[src/rtl/mpsc_pkg.sv]
package mpsc_pkg;

   // Number of motor channels with their own PID state.
   localparam int CHANNELS_DEF = 4;

   // Configuration register indexes.
   localparam logic [1:0] REG_KP          = 2'd0;
   localparam logic [1:0] REG_KI          = 2'd1;
   localparam logic [1:0] REG_KD          = 2'd2;
   localparam logic [1:0] REG_ENCODER_MAX = 2'd3;

   localparam logic signed [15:0] KP_RESET          = 16'sd384;
   localparam logic signed [15:0] KI_RESET          = 16'sd0;
   localparam logic signed [15:0] KD_RESET          = 16'sd0;
   localparam logic [15:0]        ENCODER_MAX_RESET = 16'd280;

   // count * 100 percent in Q8.8
   localparam logic [14:0] SPEED_SCALE = 15'd25600;
   localparam int          DIVIDEND_W  = 30;
   localparam int          DIV_CNT_W   = 5;

   localparam int ERR_W   = 32;
   localparam int INTEG_W = 40;
   localparam int DIFF_W  = 33;
   localparam int MULB_W  = 33;
   localparam int PROD_W  = 49;
   localparam int ACC_W   = 58;
   // ki times the integral is split at this bit
   localparam int INTEG_SPLIT = 20;

   localparam logic signed [ACC_W-1:0] ACC_LIMIT = 58'sd6553600;
   localparam logic signed [15:0]      DUTY_MAX  = 16'sd25600;
   localparam logic signed [15:0]      DUTY_MIN  = -16'sd25600;

   typedef enum logic [3:0] {
      ST_IDLE,
      ST_DIV,
      ST_ERR,
      ST_MUL_P,
      ST_MUL_ILO,
      ST_MUL_IHI,
      ST_MUL_D,
      ST_ACC,
      ST_OUT
   } state_type;

endpackage

[src/rtl/multichannel_pid_speed_controller.sv]
// Channel   Ports      Content (lowest bit first)
// req       tdata      encoder_count[15:0], target[31:16]
// req       tuser      channel[1:0]
// rsp       tdata      duty[15:0]
// rsp       tuser      out_channel[1:0], clamped[2]
// csr       we/index   kp, ki, kd, encoder_max (16-bit data)
//
// Each item first runs through the restoring divider (one quotient bit a
// cycle) that scales the count to percent; the sequencer then feeds one
// shared 16x33 multiplier four times, with kp, ki (twice) and kd.
// req_tready is high only while the sequencer is idle; a finished result
// sits in the output register, so the next item is taken while it waits.
// Synchronous reset clears gains to defaults and all channel state to zero.
// Items for a channel at or above CHANNELS are dropped without a result.
module multichannel_pid_speed_controller #(
   parameter int CHANNELS = mpsc_pkg::CHANNELS_DEF
) (
   input  logic        clock,
   input  logic        reset,
   input  logic        req_tvalid,
   output logic        req_tready,
   input  logic [31:0] req_tdata,   // encoder_count[15:0], target[31:16]
   input  logic [1:0]  req_tuser,   // channel[1:0]
   output logic        rsp_tvalid,
   input  logic        rsp_tready,
   output logic [15:0] rsp_tdata,   // duty[15:0]
   output logic [2:0]  rsp_tuser,   // out_channel[1:0], clamped[2]
   input  logic        csr_we,
   input  logic [1:0]  csr_index,
   input  logic [15:0] csr_wdata
);

   localparam int CH_IDX_W = (CHANNELS > 1) ? $clog2(CHANNELS) : 1;

   localparam int EW = mpsc_pkg::ERR_W;
   localparam int IW = mpsc_pkg::INTEG_W;
   localparam int DW = mpsc_pkg::DIFF_W;
   localparam int BW = mpsc_pkg::MULB_W;
   localparam int PW = mpsc_pkg::PROD_W;
   localparam int AW = mpsc_pkg::ACC_W;
   localparam int QW = mpsc_pkg::DIVIDEND_W;
   localparam int SP = mpsc_pkg::INTEG_SPLIT;
   localparam int CW = mpsc_pkg::DIV_CNT_W;

   localparam logic signed [IW-1:0] INTEG_MAX = {1'b0, {(IW-1){1'b1}}};
   localparam logic signed [IW-1:0] INTEG_MIN = {1'b1, {(IW-1){1'b0}}};

   localparam logic [29:0] SPEED_SCALE_W = {15'd0, mpsc_pkg::SPEED_SCALE};

   mpsc_pkg::state_type state_ff, state_in;

   logic signed [15:0] kp_ff, ki_ff, kd_ff;
   logic [15:0]        encoder_max_ff;

   logic signed [EW-1:0] previous_error_ff [CHANNELS];
   logic signed [IW-1:0] error_integral_ff [CHANNELS];

   logic [1:0]           chan_ff, chan_in;
   logic signed [15:0]   target_ff, target_in;
   logic                 neg_ff, neg_in;
   logic [QW-1:0]        quo_ff, quo_in;
   logic [15:0]          rem_ff, rem_in;
   logic [CW-1:0]        cnt_ff, cnt_in;
   logic signed [EW-1:0] err_ff, err_in;
   logic signed [IW-1:0] integ_ff, integ_in;
   logic signed [DW-1:0] diff_ff, diff_in;
   logic signed [PW-1:0] prod_ff, prod_in;
   logic signed [AW-1:0] acc_ff, acc_in;

   logic                 rsp_valid_ff, rsp_valid_in;
   logic [15:0]          rsp_duty_ff, rsp_duty_in;
   logic [1:0]           rsp_chan_ff, rsp_chan_in;
   logic                 rsp_clamped_ff, rsp_clamped_in;

   logic                 req_take;
   logic                 chan_ok;
   logic [4:0]           chan_wide;
   logic [CH_IDX_W-1:0]  ch_idx;
   logic [15:0]          divisor;
   logic [16:0]          trial;
   logic                 trial_ge;
   logic signed [EW-1:0] speed;
   logic signed [EW-1:0] err_c;
   logic signed [IW:0]   sum_c;
   logic signed [IW-1:0] integ_c;
   logic signed [15:0]   mul_a;
   logic signed [BW-1:0] mul_b;
   logic signed [AW-1:0] acc_term;
   logic                 out_free;
   logic [15:0]          count_mag;

   assign req_tready = (state_ff == mpsc_pkg::ST_IDLE);
   assign req_take   = req_tvalid && req_tready;
   assign chan_ok    = ({3'b000, req_tuser} < 5'(CHANNELS));
   assign chan_wide  = {3'b000, chan_ff};
   assign ch_idx     = chan_wide[CH_IDX_W-1:0];
   assign divisor    = (encoder_max_ff == 16'd0) ? 16'd1 : encoder_max_ff;
   assign trial      = {rem_ff, quo_ff[QW-1]};
   assign trial_ge   = (trial >= {1'b0, divisor});
   assign out_free   = !rsp_valid_ff || rsp_tready;
   assign count_mag  = req_tdata[15] ? (16'd0 - req_tdata[15:0]) : req_tdata[15:0];

   // Error and saturated integral
   always_comb begin
      speed   = neg_ff ? -$signed({2'b00, quo_ff}) : $signed({2'b00, quo_ff});
      err_c   = {{(EW-16){target_ff[15]}}, target_ff} - speed;
      sum_c   = {error_integral_ff[ch_idx][IW-1], error_integral_ff[ch_idx]}
                + {{(IW+1-EW){err_c[EW-1]}}, err_c};
      if (sum_c[IW] != sum_c[IW-1]) begin
         integ_c = sum_c[IW] ? INTEG_MIN : INTEG_MAX;
      end else begin
         integ_c = sum_c[IW-1:0];
      end
   end

   // Next state
   always_comb begin
      state_in = state_ff;
      unique case (state_ff)
         mpsc_pkg::ST_IDLE: begin
            if (req_take && chan_ok) begin
               state_in = mpsc_pkg::ST_DIV;
            end
         end
         mpsc_pkg::ST_DIV: begin
            if (cnt_ff == CW'(QW - 1)) begin
               state_in = mpsc_pkg::ST_ERR;
            end
         end
         mpsc_pkg::ST_ERR:     state_in = mpsc_pkg::ST_MUL_P;
         mpsc_pkg::ST_MUL_P:   state_in = mpsc_pkg::ST_MUL_ILO;
         mpsc_pkg::ST_MUL_ILO: state_in = mpsc_pkg::ST_MUL_IHI;
         mpsc_pkg::ST_MUL_IHI: state_in = mpsc_pkg::ST_MUL_D;
         mpsc_pkg::ST_MUL_D:   state_in = mpsc_pkg::ST_ACC;
         mpsc_pkg::ST_ACC:     state_in = mpsc_pkg::ST_OUT;
         mpsc_pkg::ST_OUT: begin
            if (out_free) begin
               state_in = mpsc_pkg::ST_IDLE;
            end
         end
         default: state_in = mpsc_pkg::ST_IDLE;
      endcase
   end

   // Shared multiplier operands
   always_comb begin
      mul_a = kp_ff;
      mul_b = {err_ff[EW-1], err_ff};
      unique case (state_ff)
         mpsc_pkg::ST_MUL_ILO: begin
            mul_a = ki_ff;
            mul_b = {{(BW-SP){1'b0}}, integ_ff[SP-1:0]};
         end
         mpsc_pkg::ST_MUL_IHI: begin
            mul_a = ki_ff;
            mul_b = {{(BW-(IW-SP)){integ_ff[IW-1]}}, integ_ff[IW-1:SP]};
         end
         mpsc_pkg::ST_MUL_D: begin
            mul_a = kd_ff;
            mul_b = diff_ff;
         end
         default: begin
            mul_a = kp_ff;
            mul_b = {err_ff[EW-1], err_ff};
         end
      endcase
   end

   // Datapath and output register
   always_comb begin
      chan_in        = chan_ff;
      target_in      = target_ff;
      neg_in         = neg_ff;
      quo_in         = quo_ff;
      rem_in         = rem_ff;
      cnt_in         = cnt_ff;
      err_in         = err_ff;
      integ_in       = integ_ff;
      diff_in        = diff_ff;
      prod_in        = PW'(mul_a * mul_b);
      acc_in         = acc_ff;
      rsp_valid_in   = rsp_valid_ff && !rsp_tready;
      rsp_duty_in    = rsp_duty_ff;
      rsp_chan_in    = rsp_chan_ff;
      rsp_clamped_in = rsp_clamped_ff;

      // the high integral product enters shifted by the split point
      if (state_ff == mpsc_pkg::ST_MUL_D) begin
         acc_term = {prod_ff[AW-SP-1:0], {SP{1'b0}}};
      end else begin
         acc_term = {{(AW-PW){prod_ff[PW-1]}}, prod_ff};
      end

      unique case (state_ff)
         mpsc_pkg::ST_IDLE: begin
            if (req_take) begin
               chan_in   = req_tuser;
               target_in = req_tdata[31:16];
               neg_in    = req_tdata[15];
               quo_in    = QW'(count_mag * SPEED_SCALE_W);
               rem_in    = 16'd0;
               cnt_in    = '0;
            end
         end
         mpsc_pkg::ST_DIV: begin
            rem_in = trial_ge ? 16'(trial - {1'b0, divisor}) : trial[15:0];
            quo_in = {quo_ff[QW-2:0], trial_ge};
            cnt_in = cnt_ff + 1'b1;
         end
         mpsc_pkg::ST_ERR: begin
            err_in   = err_c;
            integ_in = integ_c;
            diff_in  = {err_c[EW-1], err_c}
                       - {previous_error_ff[ch_idx][EW-1], previous_error_ff[ch_idx]};
         end
         mpsc_pkg::ST_MUL_P: begin
            acc_in = '0;
         end
         mpsc_pkg::ST_MUL_ILO, mpsc_pkg::ST_MUL_IHI, mpsc_pkg::ST_MUL_D,
         mpsc_pkg::ST_ACC: begin
            acc_in = acc_ff + acc_term;
         end
         mpsc_pkg::ST_OUT: begin
            if (out_free) begin
               rsp_valid_in = 1'b1;
               rsp_chan_in  = chan_ff;
               if (acc_ff > mpsc_pkg::ACC_LIMIT) begin
                  rsp_duty_in    = mpsc_pkg::DUTY_MAX;
                  rsp_clamped_in = 1'b1;
               end else if (acc_ff < -mpsc_pkg::ACC_LIMIT) begin
                  rsp_duty_in    = mpsc_pkg::DUTY_MIN;
                  rsp_clamped_in = 1'b1;
               end else begin
                  rsp_duty_in    = acc_ff[23:8];
                  rsp_clamped_in = 1'b0;
               end
            end
         end
         default: begin
            acc_in = acc_ff;
         end
      endcase
   end

   always_ff @(posedge clock) begin
      if (reset) begin
         state_ff       <= mpsc_pkg::ST_IDLE;
         rsp_valid_ff   <= 1'b0;
         kp_ff          <= mpsc_pkg::KP_RESET;
         ki_ff          <= mpsc_pkg::KI_RESET;
         kd_ff          <= mpsc_pkg::KD_RESET;
         encoder_max_ff <= mpsc_pkg::ENCODER_MAX_RESET;
         for (int i = 0; i < CHANNELS; i++) begin
            previous_error_ff[i] <= '0;
            error_integral_ff[i] <= '0;
         end
      end else begin
         state_ff     <= state_in;
         rsp_valid_ff <= rsp_valid_in;
         if (csr_we) begin
            unique case (csr_index)
               mpsc_pkg::REG_KP:          kp_ff          <= csr_wdata;
               mpsc_pkg::REG_KI:          ki_ff          <= csr_wdata;
               mpsc_pkg::REG_KD:          kd_ff          <= csr_wdata;
               mpsc_pkg::REG_ENCODER_MAX: encoder_max_ff <= csr_wdata;
               default: ;
            endcase
         end
         if (state_ff == mpsc_pkg::ST_ERR) begin
            previous_error_ff[ch_idx] <= err_c;
            error_integral_ff[ch_idx] <= integ_c;
         end
      end
   end

   always_ff @(posedge clock) begin
      chan_ff        <= chan_in;
      target_ff      <= target_in;
      neg_ff         <= neg_in;
      quo_ff         <= quo_in;
      rem_ff         <= rem_in;
      cnt_ff         <= cnt_in;
      err_ff         <= err_in;
      integ_ff       <= integ_in;
      diff_ff        <= diff_in;
      prod_ff        <= prod_in;
      acc_ff         <= acc_in;
      rsp_duty_ff    <= rsp_duty_in;
      rsp_chan_ff    <= rsp_chan_in;
      rsp_clamped_ff <= rsp_clamped_in;
   end

   assign rsp_tvalid = rsp_valid_ff;
   assign rsp_tdata  = rsp_duty_ff;
   assign rsp_tuser  = {rsp_clamped_ff, rsp_chan_ff};

endmodule
[config.mk]
export PLATFORM = sky130hd
export DESIGN_NAME = multichannel_pid_speed_controller
export DESIGN_NICKNAME = d
export VERILOG_FILES = /design/src/rtl/mpsc_pkg.sv /design/src/rtl/multichannel_pid_speed_controller.sv
export SDC_FILE = /design/constraint.sdc
export NUM_CORES = 2
export LEC_CHECK = 0
export ABC_AREA = 1
export BUFFER_PORTS_ARGS = -buffer_cell sky130_fd_sc_hd__buf_2
export CAP_MARGIN = 20
export CORE_ASPECT_RATIO = 0.6
export CORE_MARGIN = 5
export CORE_UTILIZATION = 30
export DETAILED_ROUTE_END_ITERATION = 10
export PLACE_DENSITY_LB_ADDON = 0.15
export SLEW_MARGIN = 20
export SYNTH_ARGS = -nofsm -noshare
export SYNTH_HDL_FRONTEND = slang
export SYNTH_SLANG_ARGS = --single-unit
export TNS_END_PERCENT = 1
[constraint.sdc]
create_clock -name clock -period 12.99 [get_ports clock]
set_input_delay 0.6495 -clock clock [delete_from_list [all_inputs] [get_ports clock]]
set_output_delay 0.6495 -clock clock [all_outputs]
set_load 0.1 [all_outputs]
Yosys cells after proc, flatten, opt, wreduce, memory -nomap -nowiden
Memories as Yosys holds them, arrays and structs flattened. A register that Yosys moved wholly into a read port is not among the register bits.
Index checks and enable logic that the tools add are counted.
{"block": "op_classes", "add_sub_neg": 8, "multipliers": 2, "magnitude_cmp": 3, "eq_ne": 16, "muxes": 37, "reduce_logical": 23}
{"operator": "$mux W40", "n": 3}
{"operator": "$pmux W58 S2", "n": 1}
{"operator": "$pmux W33 S3", "n": 1}
{"operator": "$mux W16", "n": 5}
{"operator": "$mux W32", "n": 2}
{"operator": "$pmux W16 S2", "n": 2}
{"operator": "$pmux W30 S2", "n": 1}
{"operator": "$add A58 B58 Y58", "n": 1}
{"operator": "$gt A58 B24 Y1 const B", "n": 1}
{"operator": "$lt A58 B24 Y1 const B", "n": 1}
{"operator": "$mux W58", "n": 1}
{"operator": "$mul A16 B33 Y49", "n": 1}
{"operator": "$add A40 B32 Y41", "n": 1}
{"operator": "$reduce_or A40 Y1", "n": 1}
{"operator": "$pmux W4 S9", "n": 1}
{"operator": "$sub A32 B32 Y33", "n": 1}
{"operator": "$neg A30 Y32", "n": 1}
{"operator": "$reduce_or A32 Y1", "n": 1}
{"operator": "$sub A32 B32 Y32", "n": 1}
{"operator": "$mux W30", "n": 1}
{"operator": "$mul A16 B5 Y20 const B", "n": 1}
{"operator": "$ge A17 B16 Y1", "n": 1}
{"operator": "$eq A4 B3 Y1 const B", "n": 4}
{"operator": "$logic_not A16 Y1", "n": 1}
{"operator": "27 further kinds", "n": 54}
{"block": "totals", "register_bits": 370, "ram_bits": 288, "in_bits": 57, "wordCells": 112, "mem_count": 2}
{"memory": "error_integral_ff", "words": 4, "word_bits": 40, "read_ports": 1, "rd_ports_with_merged_regs": 1, "write_ports": 4, "line": "multichannel_pid_speed_controller.sv:56", "text": "logic signed [IW-1:0] error_integral_ff [CHANNELS];"}
{"memory": "previous_error_ff", "words": 4, "word_bits": 32, "read_ports": 1, "rd_ports_with_merged_regs": 1, "write_ports": 4, "line": "multichannel_pid_speed_controller.sv:55", "text": "logic signed [EW-1:0] previous_error_ff [CHANNELS];"}

Logic depth before layout (Yosys ltp)
{"block": "logic_depth", "word_depth": 7, "ltp_mapped": 38, "ltp_nobuf": 37}

Least setup slack after synthesis
Ideal clock, no wire load.
{"block": "synth_timing", "path_type": "register -> register", "from": "reg state_ff[1]", "to": "mem error_integral_ff[3][0] (netlist bit), enable pin", "setup_ns": 0.608, "t_arrival_ns": 8.944, "required_time_ns": 12.382, "setup_slack_ns": 3.437, "stages_incl_launch_ff": 7, "path_buffers": 0, "period_less_slack_ns": 9.553, "path_cell_list": "dfxtp_1 inv_2 nor2_1 inv_2 nor2_2 inv_2 o31ai_1"}
{"item": "start: declaration", "line": "multichannel_pid_speed_controller.sv:50", "text": "mpsc_pkg::state_type state_ff, state_in;"}
{"item": "start signal: assignment", "line": "multichannel_pid_speed_controller.sv:247", "text": "state_ff <= mpsc_pkg::ST_IDLE;"}
{"item": "start signal: assignment", "line": "multichannel_pid_speed_controller.sv:258", "text": "state_ff <= state_in;"}
{"item": "end: declaration", "line": "multichannel_pid_speed_controller.sv:56"}

Worst setup path in the final report
{"block": "layout_timing", "from": "reg state_ff[3]", "to": "reg prod_ff[29]"}
{"block": "layout_via", "elab_chain_cells": 4, "elab_cells_between_ends": 7, "cone_classes": "mul (1); eq/ne (3); mux (2); reduce/logical (1)"}
{"item": "$eq A4 B3 Y1", "line": "multichannel_pid_speed_controller.sv:149", "text": "unique case (state_ff)"}
{"item": "$reduce_or A2 Y1 (no source line)"}
{"item": "$pmux W16 S2", "line": "multichannel_pid_speed_controller.sv:149"}
{"item": "$mul A16 B33 Y49 *", "line": "multichannel_pid_speed_controller.sv:180", "text": "prod_in = PW'(mul_a * mul_b);"}
{"item": "named net prod_in[29]", "line": "multichannel_pid_speed_controller.sv:67", "text": "logic signed [PW-1:0] prod_ff, prod_in;"}
{"item": "end signal: assignment", "line": "multichannel_pid_speed_controller.sv:286", "text": "prod_ff <= prod_in;"}
{"item": "end: declaration", "line": "multichannel_pid_speed_controller.sv:67"}
Mark *: on every way through the listed nets, which the timed path passes. The rest lies on a longest branch.
A chain may end at the register's enable or synchronous reset.

==> results.md <==
- Status: finished, final reports clean
- Final critical-path required period: around 9.2 ns
- # Post-CTS Setup Buffers: 0
- Synthesized netlist cell count: between 7k and 8k
- Most Frequent Cell on Critical Path: nand2_1
- Initial antenna violation count: 14
- Max-slew violations: 0
- Clk root buf: clkbuf_16
- Post-synthesis net count: around 8.3k
- Relative slew slack: a little under a quarter
- Reg area: ~19000 sq um
- DIE AREA: about 210000 sq um
- GR Overflow Total: 0
- Mapped cell area: slightly below 60000 sq um
- Length in cells of the worst reg-to-reg path: 28
- Routed WL: about 230 mm
- WP data required: between 10 and 15 ns
- IO Pins: 78
- CP max stage delay: around 0.64 ns
- F_max: 0.109 GHz
- Skew final: roughly 0.037 ns
- Startpoint types: register
- Starting Density: between 30% and 40%
- Vias/cell: around 5
- Area of the multi-input gates: ~35000 sq um
- Avg Cell Area, Syn: just over 8 sq um
- Worst skew pair latency: a little under 0.7 ns
- Final setup fails: 0
- Share of synthesized registers carrying an async set or reset: 0%
- Reg2Reg Setup Slack: around 3.8 ns
- Worst Path Max Fanout: 20
- Worst-margin pin slew: approximately 1.1 ns
- Drt initial violations: about 5k
- EDFF count, synth: between 500 and 600
- Crit share post-route: between 70% and 80%
- Pre-Repair DR Iteration Count: 5
- Crit path kind: register to register
- Share of layout cells above drive strength 1: 5.90%
- Hpwl dp: between 150 and 200 mm
- Mux cell area share after synthesis: 0%
- Clk slew on worst S/H paths: ~0.060 ns
- Hold Vio Cnt, Final: 0
- Adder-Cell Fraction of Synth Area: around a quarter
- CTS Sinks: 660
- Tot GR Track Use: between 20 and 25%
- CP arrival: approximately 9.8 ns
- Flops & latches, synth: between 600 and 700
- Wirelength per Cell: 23.0 um
- Post-synthesis compound-gate area fraction: between 10 and 15%
- Die height: between 300 and 400 um
- Post-synthesis sequential area ratio: about a third
- CP Launch Point: state_ff[3]$_SDFFE_PP0P_
- Chip width: between 500 and 600 um
- GRT Max-Usage Layer: met1
- Worst setup EP type: register
- Hold WC Path Type: primary input to register
- Reg-to-Reg Start: state_ff[3]$_SDFFE_PP0P_
- End of the critical path: prod_ff[29]$_DFF_P_
- Area growth, synth to finish: 10.2%
- Nets: around 8.3k
- Critical path's slowest cell: o2111ai_1
- Filler instances: approximately 21k
- CTS Hold Bufs: 0
- Antenna-violating nets left: 0
- Vias in the first global route: about 50k
- Simple-Gate Fraction of Synth Area: between 20% and 30%
- Largest family of logic cells by synthesized area: adder cells
- Largest net degree at the start of global routing: 75
- Residual DRC: 0
- RSZ-0062 raised after global routing: no
- Yosys warnings: 0
- TNS Setup: 0 ns
- Max-cap violation count: 0
- Core area: a little under 200000 sq um
- Area contributors post-synth: edfxtp_1 27%, fa_1 17%, nand2_1 9.2%, inv_1 8.2%, ha_1 7.3%
- Post-CTS sizing: 0
- Yosys cell types: 61
- Met3 Track Usage GR: between 7 and 8%
- M2 GR Usage: a little over a quarter
- Synth Flop Type: edfxtp_1
- Leading area contributor after synthesis: edfxtp_1
- CTS tree: yes
- Via count: between 50k and 60k
- CTS buffer count: 75
- Global placement routability congestion: just under 1
- Row count: between 100 and 150
- Synth top area share: 27.3%
- First-pass GRT wire length: roughly 340 mm
- FF-to-FF End: prod_ff[29]$_DFF_P_
- Clock tree buffer depth: 3
- PortBufs: 77
- Synth Area in XOR/XNOR: under 10%
- Met1 Use GR: a little under two fifths
- Htree depth: 3
kinds of logic (layout without fill, tap and decap cells):
family,count (synthesis),count (layout)
xor gates and xnor gates,186,186
DFF,660,660
and+or+nand+nor,2939,2939
buffers and inverters,1554,1647
adders and majority gates,862,862
other,0,5
AOI/OAI and AO/OA,1167,1167
placed cells by master (no fill, tap or decap), types with 81 or more instances in the layout:
cell type	instances
fa_1	516
nand3_1	168
xor2_1	128
inv_1	1296
nand2_1	1443
a21oi_1	455
edfxtp_1	540
ha_1	346
buf_4	89
nor2_1	1054
dfxtp_1	118
nand4_1	81
o21ai_0	411
registers in the layout, summed over array words and instances (netlist names), named ones only:
signal,count
kp_ff,16
quo_ff,30
ki_ff,16
err_ff,32
previous_error_ff,128
state_ff,4
error_integral_ff,160
cnt_ff,5
rsp_tvalid,1
prod_ff,49
ch_idx,2
encoder_max_ff,16
acc_ff,58
rsp_clamped_ff,1
neg_ff,1
rem_ff,16
target_ff,16
rsp_chan_ff,2
kd_ff,16
diff_ff,33
integ_ff,40
rsp_tdata,16
cell usage after synthesis (25+ instances only):
cell      number
nand2_1     1447
inv_1       1298
nor2_1      1057
edfxtp_1     540
fa_1         516
a21oi_1      456
o21ai_0      418
ha_1         346
nand3_1      168
clkbuf_1     128
xor2_1       128
dfxtp_1      120
nand4_1       81
nor3_1        71
buf_2         60
xnor2_1       58
o22ai_1       43
a31oi_1       41
inv_2         37
nand2_2       35
o21bai_1      35
a32o_1        31
a21o_1        29
nor4_1        27
or2_2         25
worst max-delay path, delay by kind of cell (launching register included):
kind	cells	cell delay, ns
adder cells (fa/ha/maj)	7	3.58
flip-flops	1	0.41
AO/OA/AOI/OAI	1	0.64
XOR/XNOR	1	0.37
buffers and inverters	6	1.72
AND/OR/NAND/NOR	13	2.24
per-layer routing:
layer  routed length, um  up-vias
met5                   0        -
met4                2520        0
met3               26800      138
met2               78500     1907
met1              124000    24900
li1                    -    23600
per-stage QoR:
step                      hold WS [ns]  setup slack [ns]  instance area [sq um]  cells  utilization [%]
final                            0.130              3.78                  65400  10100             33.3
after detailed placement         0.445              3.98                  62900   9948             32.0
after CTS                       0.0704              3.93                  65400  10100             33.3
after global placement           0.441              3.86                  62900   9947             32.0
after global routing            0.0902              3.41                  65400  10100             33.3
after floorplan                  0.425              3.44                  59300   7368                -
area by class of cell:
cell class / count / share of cell area (%)
inverters: 1344 / 7.72
diodes: 5 / 0.0191
well taps: 2624 / 5.02
clock inverters: 46 / 0.806
repair buffers: 167 / 1.63
multi-input cells: 5154 / 53.3
flip-flops and latches: 660 / 28.5
clock buffers: 90 / 3.02
how the worst min path moves through the flow:
stage                                          to  cells after the start                  start  slack (ns)
final                     target_ff[15]$_DFFE_PP_                      1          req_tdata[31]        0.13
after global routing      target_ff[15]$_DFFE_PP_                      1          req_tdata[31]        0.09
after CTS                 target_ff[15]$_DFFE_PP_                      1          req_tdata[31]        0.07
after detailed placement    kd_ff[5]$_SDFFE_PP0P_                      2  kd_ff[5]$_SDFFE_PP0P_        0.45
after global placement      kd_ff[5]$_SDFFE_PP0P_                      2  kd_ff[5]$_SDFFE_PP0P_        0.44
after floorplan             kd_ff[0]$_SDFFE_PP0P_                      2  kd_ff[0]$_SDFFE_PP0P_        0.42
Power is left out: the tool's default activity adds up to more than one toggle a clock period on the data nets, which glitch-free logic cannot reach.
